`src/hw/rtl/dvs_pkg.sv`:
```
// ----------------------------------------------------------------------------
// dvs_pkg: shared types and constants for the display viewport scaler
// Field widths, scale mode codes, register indexes and the structs that
// travel between the front end, the divider and the back end.
// ----------------------------------------------------------------------------
package dvs_pkg;

   localparam int SCR_W     = 14;                 // screen dimension
   localparam int GAME_W    = 12;                 // game dimension
   localparam int FRAC_W    = 4;                  // fraction bits of results
   localparam int OUT_W     = SCR_W + FRAC_W;     // result field width
   localparam int PROD_W    = SCR_W + GAME_W;     // screen x game product

   // divider: 18 quotient bits, 12-bit divisor, 30-bit dividend
   localparam int DIV_QW    = OUT_W;
   localparam int DIV_DW    = GAME_W;
   localparam int DIV_NW    = DIV_QW + DIV_DW;
   localparam int DIV_LANES = 3;

   localparam int LANE_ASPECT = 0;                // 16*p / game dim
   localparam int LANE_INT_W  = 1;                // sw / gw
   localparam int LANE_INT_H  = 2;                // sh / gh

   // register stages: front end (2) + divider (DIV_QW + 1) + back end (3)
   localparam int PIPE_LATENCY = DIV_QW + 6;

   localparam int CSR_IDX_W = 2;
   typedef logic [CSR_IDX_W-1:0] csr_idx_type;
   localparam csr_idx_type CSR_FIT_MODE      = 2'd0;
   localparam csr_idx_type CSR_NATIVE_WIDTH  = 2'd1;
   localparam csr_idx_type CSR_NATIVE_HEIGHT = 2'd2;

   localparam logic [GAME_W-1:0] NATIVE_WIDTH_RESET  = 12'd320;
   localparam logic [GAME_W-1:0] NATIVE_HEIGHT_RESET = 12'd240;

   typedef enum logic [1:0] {
      MODE_STRETCH = 2'd0,
      MODE_NONE    = 2'd1,
      MODE_ASPECT  = 2'd2,
      MODE_INTEGER = 2'd3
   } mode_type;

   typedef struct packed {
      logic [SCR_W-1:0] fb_width;
      logic [SCR_W-1:0] fb_height;
   } req_type;

   typedef struct packed {
      logic [OUT_W-1:0] view_x;
      logic [OUT_W-1:0] view_y;
      logic [OUT_W-1:0] view_w;
      logic [OUT_W-1:0] view_h;
   } rsp_type;

   typedef struct packed {
      mode_type          fit_mode;
      logic [GAME_W-1:0] native_width;
      logic [GAME_W-1:0] native_height;
   } cfg_type;

   // per-item sideband carried alongside the divider
   typedef struct packed {
      mode_type          mode;
      logic              sel_h;      // screen is wider than game aspect
      logic              fallback;   // integer mode drops to aspect fit
      logic [SCR_W-1:0]  sw;
      logic [SCR_W-1:0]  sh;
      logic [GAME_W-1:0] gw;         // zero already mapped to one
      logic [GAME_W-1:0] gh;
   } tag_type;

   typedef struct packed {
      logic [DIV_NW-1:0] dividend;
      logic [DIV_DW-1:0] divisor;
   } div_opnd_type;

   typedef struct packed {
      logic [DIV_DW-1:0] rem;        // partial remainder, always < dvsr
      logic [DIV_QW-1:0] nq;         // dividend bits left, quotient bits in
      logic [DIV_DW-1:0] dvsr;
   } div_lane_type;

endpackage

```
`src/hw/rtl/dvs_front.sv`:
```
// ----------------------------------------------------------------------------
// dvs_front: input capture and cross products
// Registers the screen size with the game size, forms sw*gh and sh*gw,
// and prepares the three divider operands.
// ----------------------------------------------------------------------------
module dvs_front (
   input  logic                                      clock,
   input  logic                                      reset,
   input  logic                                      in_valid,
   input  dvs_pkg::req_type                          in_req,
   input  dvs_pkg::cfg_type                          cfg,
   output logic                                      out_valid,
   output dvs_pkg::tag_type                          out_tag,
   output dvs_pkg::div_opnd_type [dvs_pkg::DIV_LANES-1:0] out_opnd
);
   import dvs_pkg::*;

   logic              s1_valid_ff;
   logic [SCR_W-1:0]  s1_sw_ff;
   logic [SCR_W-1:0]  s1_sh_ff;
   mode_type          s1_mode_ff;
   logic [GAME_W-1:0] s1_gw_ff;
   logic [GAME_W-1:0] s1_gh_ff;
   logic [GAME_W-1:0] gw_eff;
   logic [GAME_W-1:0] gh_eff;

   logic              s2_valid_ff;
   tag_type           s2_tag_in;
   tag_type           s2_tag_ff;
   logic [PROD_W-1:0] p_wh_in;
   logic [PROD_W-1:0] p_hw_in;
   logic [PROD_W-1:0] p_wh_ff;
   logic [PROD_W-1:0] p_hw_ff;
   logic              sel_h;
   logic [PROD_W-1:0] p_sel;

   // zero game size counts as one
   assign gw_eff = (cfg.native_width  == '0) ? GAME_W'(1) : cfg.native_width;
   assign gh_eff = (cfg.native_height == '0) ? GAME_W'(1) : cfg.native_height;

   always_ff @(posedge clock) begin
      if (reset) begin
         s1_valid_ff <= 1'b0;
      end else begin
         s1_valid_ff <= in_valid;
      end
      s1_sw_ff   <= in_req.fb_width;
      s1_sh_ff   <= in_req.fb_height;
      s1_mode_ff <= cfg.fit_mode;
      s1_gw_ff   <= gw_eff;
      s1_gh_ff   <= gh_eff;
   end

   always_comb begin
      s2_tag_in.mode     = s1_mode_ff;
      s2_tag_in.sel_h    = 1'b0;
      s2_tag_in.fallback = (s1_sw_ff < SCR_W'(s1_gw_ff)) || (s1_sh_ff < SCR_W'(s1_gh_ff));
      s2_tag_in.sw       = s1_sw_ff;
      s2_tag_in.sh       = s1_sh_ff;
      s2_tag_in.gw       = s1_gw_ff;
      s2_tag_in.gh       = s1_gh_ff;
      p_wh_in            = PROD_W'(s1_sw_ff) * PROD_W'(s1_gh_ff);
      p_hw_in            = PROD_W'(s1_sh_ff) * PROD_W'(s1_gw_ff);
   end

   always_ff @(posedge clock) begin
      if (reset) begin
         s2_valid_ff <= 1'b0;
      end else begin
         s2_valid_ff <= s1_valid_ff;
      end
      s2_tag_ff <= s2_tag_in;
      p_wh_ff   <= p_wh_in;
      p_hw_ff   <= p_hw_in;
   end

   // wider screen: height is full, width is divided out, and vice versa
   always_comb begin
      sel_h         = p_wh_ff > p_hw_ff;
      p_sel         = sel_h ? p_hw_ff : p_wh_ff;
      out_valid     = s2_valid_ff;
      out_tag       = s2_tag_ff;
      out_tag.sel_h = sel_h;

      out_opnd[LANE_ASPECT].dividend = {p_sel, {FRAC_W{1'b0}}};
      out_opnd[LANE_ASPECT].divisor  = sel_h ? s2_tag_ff.gh : s2_tag_ff.gw;
      out_opnd[LANE_INT_W].dividend  = DIV_NW'(s2_tag_ff.sw);
      out_opnd[LANE_INT_W].divisor   = s2_tag_ff.gw;
      out_opnd[LANE_INT_H].dividend  = DIV_NW'(s2_tag_ff.sh);
      out_opnd[LANE_INT_H].divisor   = s2_tag_ff.gh;
   end

endmodule

```
`src/hw/rtl/dvs_div.sv`:
```
// ----------------------------------------------------------------------------
// dvs_div: pipelined restoring divider, three lanes in lockstep
// One quotient bit per stage; operand register plus DIV_QW step stages.
// ----------------------------------------------------------------------------
module dvs_div (
   input  logic                                           clock,
   input  logic                                           reset,
   input  logic                                           in_valid,
   input  dvs_pkg::tag_type                               in_tag,
   input  dvs_pkg::div_opnd_type [dvs_pkg::DIV_LANES-1:0] in_opnd,
   output logic                                           out_valid,
   output dvs_pkg::tag_type                               out_tag,
   output logic [dvs_pkg::DIV_LANES-1:0][dvs_pkg::DIV_QW-1:0] out_quo
);
   import dvs_pkg::*;

   logic                               valid_in [DIV_QW+1];
   logic                               valid_ff [DIV_QW+1];
   tag_type                            tag_in   [DIV_QW+1];
   tag_type                            tag_ff   [DIV_QW+1];
   div_lane_type [DIV_LANES-1:0]       lane_in  [DIV_QW+1];
   div_lane_type [DIV_LANES-1:0]       lane_ff  [DIV_QW+1];

   always_comb begin
      logic [DIV_DW:0] trial;
      logic            qbit;
      trial = '0;
      qbit  = 1'b0;
      valid_in[0] = in_valid;
      tag_in[0]   = in_tag;
      for (int l = 0; l < DIV_LANES; l++) begin
         lane_in[0][l].rem  = in_opnd[l].dividend[DIV_NW-1:DIV_QW];
         lane_in[0][l].nq   = in_opnd[l].dividend[DIV_QW-1:0];
         lane_in[0][l].dvsr = in_opnd[l].divisor;
      end
      for (int s = 0; s < DIV_QW; s++) begin
         valid_in[s+1] = valid_ff[s];
         tag_in[s+1]   = tag_ff[s];
         for (int l = 0; l < DIV_LANES; l++) begin
            trial = {lane_ff[s][l].rem, lane_ff[s][l].nq[DIV_QW-1]};
            qbit  = trial >= {1'b0, lane_ff[s][l].dvsr};
            if (qbit) begin
               lane_in[s+1][l].rem = DIV_DW'(trial - {1'b0, lane_ff[s][l].dvsr});
            end else begin
               lane_in[s+1][l].rem = trial[DIV_DW-1:0];
            end
            lane_in[s+1][l].nq   = {lane_ff[s][l].nq[DIV_QW-2:0], qbit};
            lane_in[s+1][l].dvsr = lane_ff[s][l].dvsr;
         end
      end
   end

   always_ff @(posedge clock) begin
      for (int s = 0; s <= DIV_QW; s++) begin
         if (reset) begin
            valid_ff[s] <= 1'b0;
         end else begin
            valid_ff[s] <= valid_in[s];
         end
         tag_ff[s]  <= tag_in[s];
         lane_ff[s] <= lane_in[s];
      end
   end

   always_comb begin
      out_valid = valid_ff[DIV_QW];
      out_tag   = tag_ff[DIV_QW];
      for (int l = 0; l < DIV_LANES; l++) begin
         out_quo[l] = lane_ff[DIV_QW][l].nq;
      end
   end

   // quotient must fit in DIV_QW bits: the leading remainder is below the divisor
   for (genvar l = 0; l < DIV_LANES; l++) begin : g_chk
      a_rem_below_dvsr: assert property (@(posedge clock) disable iff (reset)
         valid_ff[0] |-> (lane_ff[0][l].rem < lane_ff[0][l].dvsr))
         else $error("divider lane %0d: quotient overflows", l);
   end

endmodule

```
`src/hw/rtl/dvs_back.sv`:
```
// ----------------------------------------------------------------------------
// dvs_back: viewport selection and centering
// Integer scale products, per-mode size selection, then centering offsets.
// ----------------------------------------------------------------------------
module dvs_back (
   input  logic                                               clock,
   input  logic                                               reset,
   input  logic                                               in_valid,
   input  dvs_pkg::tag_type                                   in_tag,
   input  logic [dvs_pkg::DIV_LANES-1:0][dvs_pkg::DIV_QW-1:0] in_quo,
   output logic                                               rsp_valid,
   output dvs_pkg::rsp_type                                   rsp
);
   import dvs_pkg::*;

   // E1: integer scale and products
   logic [SCR_W-1:0]  k_w;
   logic [SCR_W-1:0]  k_h;
   logic [SCR_W-1:0]  k_min;
   logic [PROD_W-1:0] pw_in;
   logic [PROD_W-1:0] ph_in;
   logic              e1_valid_ff;
   tag_type           e1_tag_ff;
   logic [OUT_W-1:0]  e1_aq_ff;
   logic [PROD_W-1:0] e1_pw_ff;
   logic [PROD_W-1:0] e1_ph_ff;

   // E2: chosen size
   logic [OUT_W-1:0]  full_w;
   logic [OUT_W-1:0]  full_h;
   logic [OUT_W-1:0]  asp_w;
   logic [OUT_W-1:0]  asp_h;
   logic [SCR_W-1:0]  none_w;
   logic [SCR_W-1:0]  none_h;
   logic [OUT_W-1:0]  vw_in;
   logic [OUT_W-1:0]  vh_in;
   logic              e2_valid_ff;
   logic [OUT_W-1:0]  e2_vw_ff;
   logic [OUT_W-1:0]  e2_vh_ff;
   logic [OUT_W-1:0]  e2_fw_ff;
   logic [OUT_W-1:0]  e2_fh_ff;

   // E3: output register
   rsp_type           rsp_in;
   logic              rsp_valid_ff;
   rsp_type           rsp_ff;

   always_comb begin
      k_w   = in_quo[LANE_INT_W][SCR_W-1:0];
      k_h   = in_quo[LANE_INT_H][SCR_W-1:0];
      k_min = (k_w < k_h) ? k_w : k_h;
      pw_in = PROD_W'(in_tag.gw) * PROD_W'(k_min);
      ph_in = PROD_W'(in_tag.gh) * PROD_W'(k_min);
   end

   always_ff @(posedge clock) begin
      if (reset) begin
         e1_valid_ff <= 1'b0;
      end else begin
         e1_valid_ff <= in_valid;
      end
      e1_tag_ff <= in_tag;
      e1_aq_ff  <= in_quo[LANE_ASPECT];
      e1_pw_ff  <= pw_in;
      e1_ph_ff  <= ph_in;
   end

   always_comb begin
      full_w = {e1_tag_ff.sw, {FRAC_W{1'b0}}};
      full_h = {e1_tag_ff.sh, {FRAC_W{1'b0}}};
      none_w = (e1_tag_ff.sw < SCR_W'(e1_tag_ff.gw)) ? e1_tag_ff.sw : SCR_W'(e1_tag_ff.gw);
      none_h = (e1_tag_ff.sh < SCR_W'(e1_tag_ff.gh)) ? e1_tag_ff.sh : SCR_W'(e1_tag_ff.gh);
      asp_w  = e1_tag_ff.sel_h ? e1_aq_ff : full_w;
      asp_h  = e1_tag_ff.sel_h ? full_h : e1_aq_ff;
      case (e1_tag_ff.mode)
         MODE_STRETCH: begin
            vw_in = full_w;
            vh_in = full_h;
         end
         MODE_NONE: begin
            vw_in = {none_w, {FRAC_W{1'b0}}};
            vh_in = {none_h, {FRAC_W{1'b0}}};
         end
         MODE_ASPECT: begin
            vw_in = asp_w;
            vh_in = asp_h;
         end
         MODE_INTEGER: begin
            if (e1_tag_ff.fallback) begin
               vw_in = asp_w;
               vh_in = asp_h;
            end else begin
               vw_in = {e1_pw_ff[SCR_W-1:0], {FRAC_W{1'b0}}};
               vh_in = {e1_ph_ff[SCR_W-1:0], {FRAC_W{1'b0}}};
            end
         end
         default: begin
            vw_in = full_w;
            vh_in = full_h;
         end
      endcase
   end

   always_ff @(posedge clock) begin
      if (reset) begin
         e2_valid_ff <= 1'b0;
      end else begin
         e2_valid_ff <= e1_valid_ff;
      end
      e2_vw_ff <= vw_in;
      e2_vh_ff <= vh_in;
      e2_fw_ff <= full_w;
      e2_fh_ff <= full_h;
   end

   // centering; stretch lands on zero offsets by itself
   always_comb begin
      rsp_in.view_w = e2_vw_ff;
      rsp_in.view_h = e2_vh_ff;
      rsp_in.view_x = (e2_fw_ff - e2_vw_ff) >> 1;
      rsp_in.view_y = (e2_fh_ff - e2_vh_ff) >> 1;
   end

   always_ff @(posedge clock) begin
      if (reset) begin
         rsp_valid_ff <= 1'b0;
      end else begin
         rsp_valid_ff <= e2_valid_ff;
      end
      rsp_ff <= rsp_in;
   end

   assign rsp_valid = rsp_valid_ff;
   assign rsp       = rsp_ff;

   a_view_in_screen: assert property (@(posedge clock) disable iff (reset)
      e2_valid_ff |-> ((e2_vw_ff <= e2_fw_ff) && (e2_vh_ff <= e2_fh_ff)))
      else $error("viewport larger than screen");

endmodule

```
`src/hw/rtl/display_viewport_scaler.sv`:
```
// ----------------------------------------------------------------------------
// display_viewport_scaler: centered viewport for a fixed game resolution
// Start transfers run through front end, divider and back end to rsp_valid.
// Throughput: one item per cycle; the divider sets the depth.
// busy is high only while reset is asserted; results cannot be held off.
// Reset clears all pipeline valids and loads the fit mode with aspect fit,
// game size 320x240. Configuration writes are taken every cycle out of reset.
// ----------------------------------------------------------------------------
module display_viewport_scaler (
   input  logic                 clock,
   input  logic                 reset,
   // request
   input  logic                 start,
   output logic                 busy,
   input  dvs_pkg::req_type     req_data,
   // result strobe
   output logic                 rsp_valid,
   output dvs_pkg::rsp_type     rsp_data,
   // register writes
   input  logic                 csr_valid,
   output logic                 csr_ready,
   input  dvs_pkg::csr_idx_type csr_index,
   input  logic [dvs_pkg::GAME_W-1:0] csr_wdata
);
   import dvs_pkg::*;

   // configuration registers
   mode_type          fit_mode_ff;
   logic [GAME_W-1:0] native_width_ff;
   logic [GAME_W-1:0] native_height_ff;
   cfg_type           cfg;
   logic              csr_write;

   // stage links
   logic                                 req_accept;
   logic                                 fe_valid;
   tag_type                              fe_tag;
   div_opnd_type [DIV_LANES-1:0]         fe_opnd;
   logic                                 dv_valid;
   tag_type                              dv_tag;
   logic [DIV_LANES-1:0][DIV_QW-1:0]     dv_quo;

   // nothing upstream of the output can stall, so only reset holds off work
   assign busy       = reset;
   assign csr_ready  = ~reset;
   assign req_accept = start && !busy;
   assign csr_write  = csr_valid && csr_ready;

   // register file; indexes past the list are dropped
   always_ff @(posedge clock) begin
      if (reset) begin
         fit_mode_ff      <= MODE_ASPECT;
         native_width_ff  <= NATIVE_WIDTH_RESET;
         native_height_ff <= NATIVE_HEIGHT_RESET;
      end else if (csr_write) begin
         unique case (csr_index)
            CSR_FIT_MODE:      fit_mode_ff      <= mode_type'(csr_wdata[1:0]);
            CSR_NATIVE_WIDTH:  native_width_ff  <= csr_wdata;
            CSR_NATIVE_HEIGHT: native_height_ff <= csr_wdata;
            default: ;
         endcase
      end
   end

   assign cfg.fit_mode      = fit_mode_ff;
   assign cfg.native_width  = native_width_ff;
   assign cfg.native_height = native_height_ff;

   // two stages: capture, then the sw*gh / sh*gw cross products
   dvs_front u_front (
      .clock     (clock),
      .reset     (reset),
      .in_valid  (req_accept),
      .in_req    (req_data),
      .cfg       (cfg),
      .out_valid (fe_valid),
      .out_tag   (fe_tag),
      .out_opnd  (fe_opnd)
   );

   // aspect quotient plus both integer scale quotients, one bit per stage
   dvs_div u_div (
      .clock     (clock),
      .reset     (reset),
      .in_valid  (fe_valid),
      .in_tag    (fe_tag),
      .in_opnd   (fe_opnd),
      .out_valid (dv_valid),
      .out_tag   (dv_tag),
      .out_quo   (dv_quo)
   );

   // three stages: scale products, mode select, centering into rsp register
   dvs_back u_back (
      .clock     (clock),
      .reset     (reset),
      .in_valid  (dv_valid),
      .in_tag    (dv_tag),
      .in_quo    (dv_quo),
      .rsp_valid (rsp_valid),
      .rsp       (rsp_data)
   );

   // every strobe traces back to a request accepted at the pipe's entry
   a_rsp_from_req: assert property (@(posedge clock) disable iff (reset)
      rsp_valid |-> $past(req_accept, PIPE_LATENCY))
      else $error("result strobe without matching request");

   a_gw_write: assert property (@(posedge clock) disable iff (reset)
      (csr_write && (csr_index == CSR_NATIVE_WIDTH)) |=>
         (native_width_ff == $past(csr_wdata)))
      else $error("game width write lost");

endmodule

```
`config.mk`:
```
export PLATFORM = sky130hd
export DESIGN_NAME = display_viewport_scaler
export DESIGN_NICKNAME = d
export VERILOG_FILES = /design/src/hw/rtl/dvs_pkg.sv /design/src/hw/rtl/dvs_front.sv /design/src/hw/rtl/dvs_div.sv /design/src/hw/rtl/dvs_back.sv /design/src/hw/rtl/display_viewport_scaler.sv
export SDC_FILE = /design/constraint.sdc
export NUM_CORES = 2
export LEC_CHECK = 0
export BUFFER_PORTS_ARGS = -buffer_cell sky130_fd_sc_hd__buf_2
export CAP_MARGIN = 10
export CORE_UTILIZATION = 57
export DETAILED_ROUTE_END_ITERATION = 12
export PLACE_DENSITY = 0.84
export REMOVE_ABC_BUFFERS = 1
export SYNTH_ARGS = -nofsm -noshare
export SYNTH_HDL_FRONTEND = slang
export SYNTH_SLANG_ARGS = --single-unit
```
`constraint.sdc`:
```
create_clock -name clock -period 5.8 [get_ports clock]
set_input_delay 1.16 -clock clock [delete_from_list [all_inputs] [get_ports clock]]
set_output_delay 1.16 -clock clock [all_outputs]
set_load 0.05 [all_outputs]
```
==> results_dict.tcl <==
set metrics [dict create \
    hold_ws_ns 0.2941 \
    final_nets 12590 \
    ir_drop_mv 2.262 \
    synth_area_leaders "dfxtp_1 (51%), ha_1 (10%), fa_1 (7.3%), inv_1 (4.7%), nand2_1 (3.8%)" \
    final_antenna_net_count 0 \
    dp_hpwl_um 179200 \
    drt_iter0_drc 4863 \
    hold_end "u_div.tag_ff[2][54]$_DFF_P_" \
    wl_um 247600 \
    core.rowCount 162 \
    clock_skew_ns 0.06941 \
    layout_setup_ws_ns -0.2052 \
    violations "setup timing" \
    numCtsBuffers 290 \
    synth_edf_count 0 \
    crit_slowest_cell "fa_1" \
    route.detailed.drc 0 \
    dr.pass1.iters 6 \
    total_power_w 0.08198 \
    grt-ovfl-total 0 \
    grt_pass1_wl_um 398300 \
    synth-main-ff-cell "dfxtp_1" \
    fp.dieH_um 445.2 \
    num_io_pins 121 \
    grt_pass1_vias 79310 \
    reg2reg_setup_slack_ns -0.21 \
    async_reset_ff_share_pct 0 \
    ys_seq_area_share_pct 50.73 \
    hold_path_startpoint "u_div.tag_ff[1][54]$_DFF_P_" \
    final_util_pct 65.08 \
    dp_cells 13520 \
    rr_startpoint "u_div.lane_ff[18][103]$_DFF_P_" \
    path_clk_slew_ns 0.07 \
    crit_path_start "u_div.lane_ff[18][103]$_DFF_P_" \
    root_buffer "clkbuf_16" \
    area_growth_pct 13.35 \
    gp_congestion 0.9408 \
    netlist_area_um2 112000 \
    hold_path_class "register to register" \
    p_leak_nw 57.25 \
    die_area_um2 198200 \
    status "complete, but fails checks" \
    cts_hold_buf 0 \
    core_region_area_um2 195000 \
    vias 75380 \
    pre_cts_ws_ns -0.5763 \
    path_max_fanout 5 \
    ys_warn_count 0 \
    synth_cells 10810 \
    maxCapViolCount 0 \
    ys_ff_latch 2837 \
    rsz0062_at_grt "true" \
    crit_path_start_kind "register" \
    worst_slew_pin_slew_ns 1.062 \
    maxSlewViolCount 0 \
    grt_max_degree 47 \
    worstSetupEndpointType "register" \
    hold_depth 0 \
    cts_htree_levels 5 \
    arrival_ns 6.77 \
    powerDensity_nw_per_um2 646.0 \
    yosys.area.top_type "dfxtp_1" \
    min_period_over_period_pct 103.5 \
    cts_tree "yes" \
    fill_cells 14140 \
    start_util_pct 57.42 \
    antenna_found_initial 16 \
    min_period_ns 6.005 \
    synthDistinctLibCells 71 \
    synth_top_area_share_pct 50.73 \
    stdcell_count 14040 \
    clk_path_buf_depth 4 \
    syn_area_per_cell_um2 10.36 \
    slew_headroom_pct 27.35 \
    globalRouteTotalUtil_pct 24.76 \
    viasPerCell 5.369 \
    max_stage_delay_ns 0.56 \
    die_w_um 445.2 \
    insertion_delay_ns 0.92 \
    reg2reg_depth 24 \
    timing.setup.critical_path_class "register to register" \
    finalSetupViolations 4 \
    drive_gt1_share_pct 8.853 \
    r2r-end "u_back.e1_pw_ff[13]$_DFF_P_" \
    fmax_ghz 0.1665 \
    path_cells "inv_2 > ha_4 > a21o_1 > a221oi_2 > o22ai_1 > a21oi_2 > buf_4 > clkbuf_16 > buf_8 > mux2_4 > nand2_2 > fa_1 > fa_1 > fa_1 > fa_1 > fa_2 > xor2_2 > xnor2_1 > xnor2_1 > xnor2_1 > xnor2_2 > xnor2_1 > xnor2_1 > xnor3_1" \
    portBuffers 118 \
    worst_ep_required_time_ns 6.56 \
    finalHoldViolations 0 \
    cts.sinks 2837 \
    crit_top_cell "xnor2_1" \
    wl_per_cell_um 17.64 \
]
## report_power, final
group          total (W)  internal [W]  leakage, nW  switching [W]
combinational     0.0372        0.0171         29.1         0.0201
clock             0.0184        0.0109         4.59        0.00746
sequential        0.0264        0.0242         23.5        0.00223
## Yosys cell counts (all sizes together), types with 4 or more instances
library cell	instances
dfxtp	2837
inv	1415
nand2	1149
ha	926
o21ai	595
nor2	429
fa	407
xnor2	247
a21oi	241
o21a	228
nor3	218
a21o	198
o31ai	198
nor2b	196
clkbuf	177
xor2	166
and2	165
nand4	153
mux2i	121
nand2b	76
a211oi	73
buf	72
nor4	64
o21bai	58
a21boi	55
mux2	53
o31a	52
or3	47
a22oi	31
nand3	30
o22ai	18
nor4b	15
o41ai	14
o22a	12
and3	8
o2111ai	8
and4	5
or2	5
a2111oi	4
a31oi	4
o32ai	4
## area by class of cell
cell class,count,area (um^2),share of cell area [%]
sequential,2837,56830,44.78
multi-input combinational,6304,49440,38.96
clock buffer,386,8174,6.441
inverter,1417,5319,4.191
tap,2624,3283,2.587
timing repair buffer,358,2565,2.021
clock inverter,106,1275,1.005
antenna,8,20.02,0.01577
## worst max path at each step
stage | endpoint | slack (ns) | cells after the start
floorplan | u_back.e1_ph_ff[13]$_DFF_P_ | -1.29 | 24
global placement | u_back.e1_pw_ff[13]$_DFF_P_ | -0.51 | 26
detailed placement | u_back.e1_pw_ff[13]$_DFF_P_ | -0.58 | 26
CTS | u_back.e1_pw_ff[13]$_DFF_P_ | -0.15 | 24
global route | u_back.e1_pw_ff[13]$_DFF_P_ | -0.49 | 24
finish | u_back.e1_pw_ff[13]$_DFF_P_ | -0.21 | 24
## cell families (layout without fill, tap and decap cells)
| family | count (synthesis) | count (layout) | synth area share, % |
|---|---|---|---|
| flops | 2837 | 2837 | 50.73 |
| simple gates | 2573 | 2573 | 10.65 |
| compound gates | 1807 | 1807 | 10.39 |
| buf+inv | 1666 | 2267 | 5.677 |
| fa+ha+maj | 1333 | 1333 | 17.63 |
| xor+xnor | 415 | 415 | 3.284 |
| mux | 174 | 174 | 1.642 |
| other cells | 1 | 10 | 0.003349 |
## per-stage QoR
step                area, um^2  TNS (ns)
finish                  126900   -0.6140
global route            126900    -1.849
CTS                     126500   -0.3581
detailed placement      116600    -1.613
global placement        116600    -1.296
floorplan               110900    -7.701
## per-layer routing
layer / up-vias / GRT usage (%) / share of wire (%)
met5: - / 0 / 0.024
met3: 916 / 3.873 / 4.9
met4: 8 / 15.80 / 6.8
met1: 35800 / 27.20 / 38
met2: 2374 / 44.37 / 50
li1: 36280 / - / -
## sequential cells by signal (all words and copies together), names as in the netlist, 19 cells and up
name	flops
u_back.e1_tag_ff	56
u_back.rsp	70
u_div.lane_ff	1326
u_div.tag_ff	1064
u_div.valid_ff	19
u_front.out_opnd	52
u_front.p_hw_ff	26
u_front.p_wh_ff	26
## placed cells by master, fill, tap and decap left out, types with 165 or more instances in the layout
cell and count:
nor2b_1 194, xnor2_1 244, ha_1 900, nand2_1 1134, xor2_1 165, nor2_1 428
o21ai_0 531, o21a_1 228, a21oi_1 231, a21o_1 198, o31ai_1 196, dfxtp_1 2810
buf_4 218, nor3_1 218, clkbuf_16 296, inv_1 1400, fa_1 395
## timing repair
| item | 4_1_cts | 5_1_grt |
|---|---|---|
| gates cloned | 1 | 0 |
| pin swaps | 90 | 88 |
| resized for setup | 82 | 81 |
| endpoints found under the setup margin | 8 | 16 |
| buffers inserted | 16 | 9 |
## worst max-delay path: cells and delay by family (launching register included)
family	cells	cell delay (ns)
buf+inv	4	0.44
mux	1	0.30
simple gates	1	0.08
xor+xnor	8	1.39
fa+ha+maj	6	2.59
flops	1	0.34
compound gates	4	0.75
No activity file was read; power rests on OpenSTA's default activity.
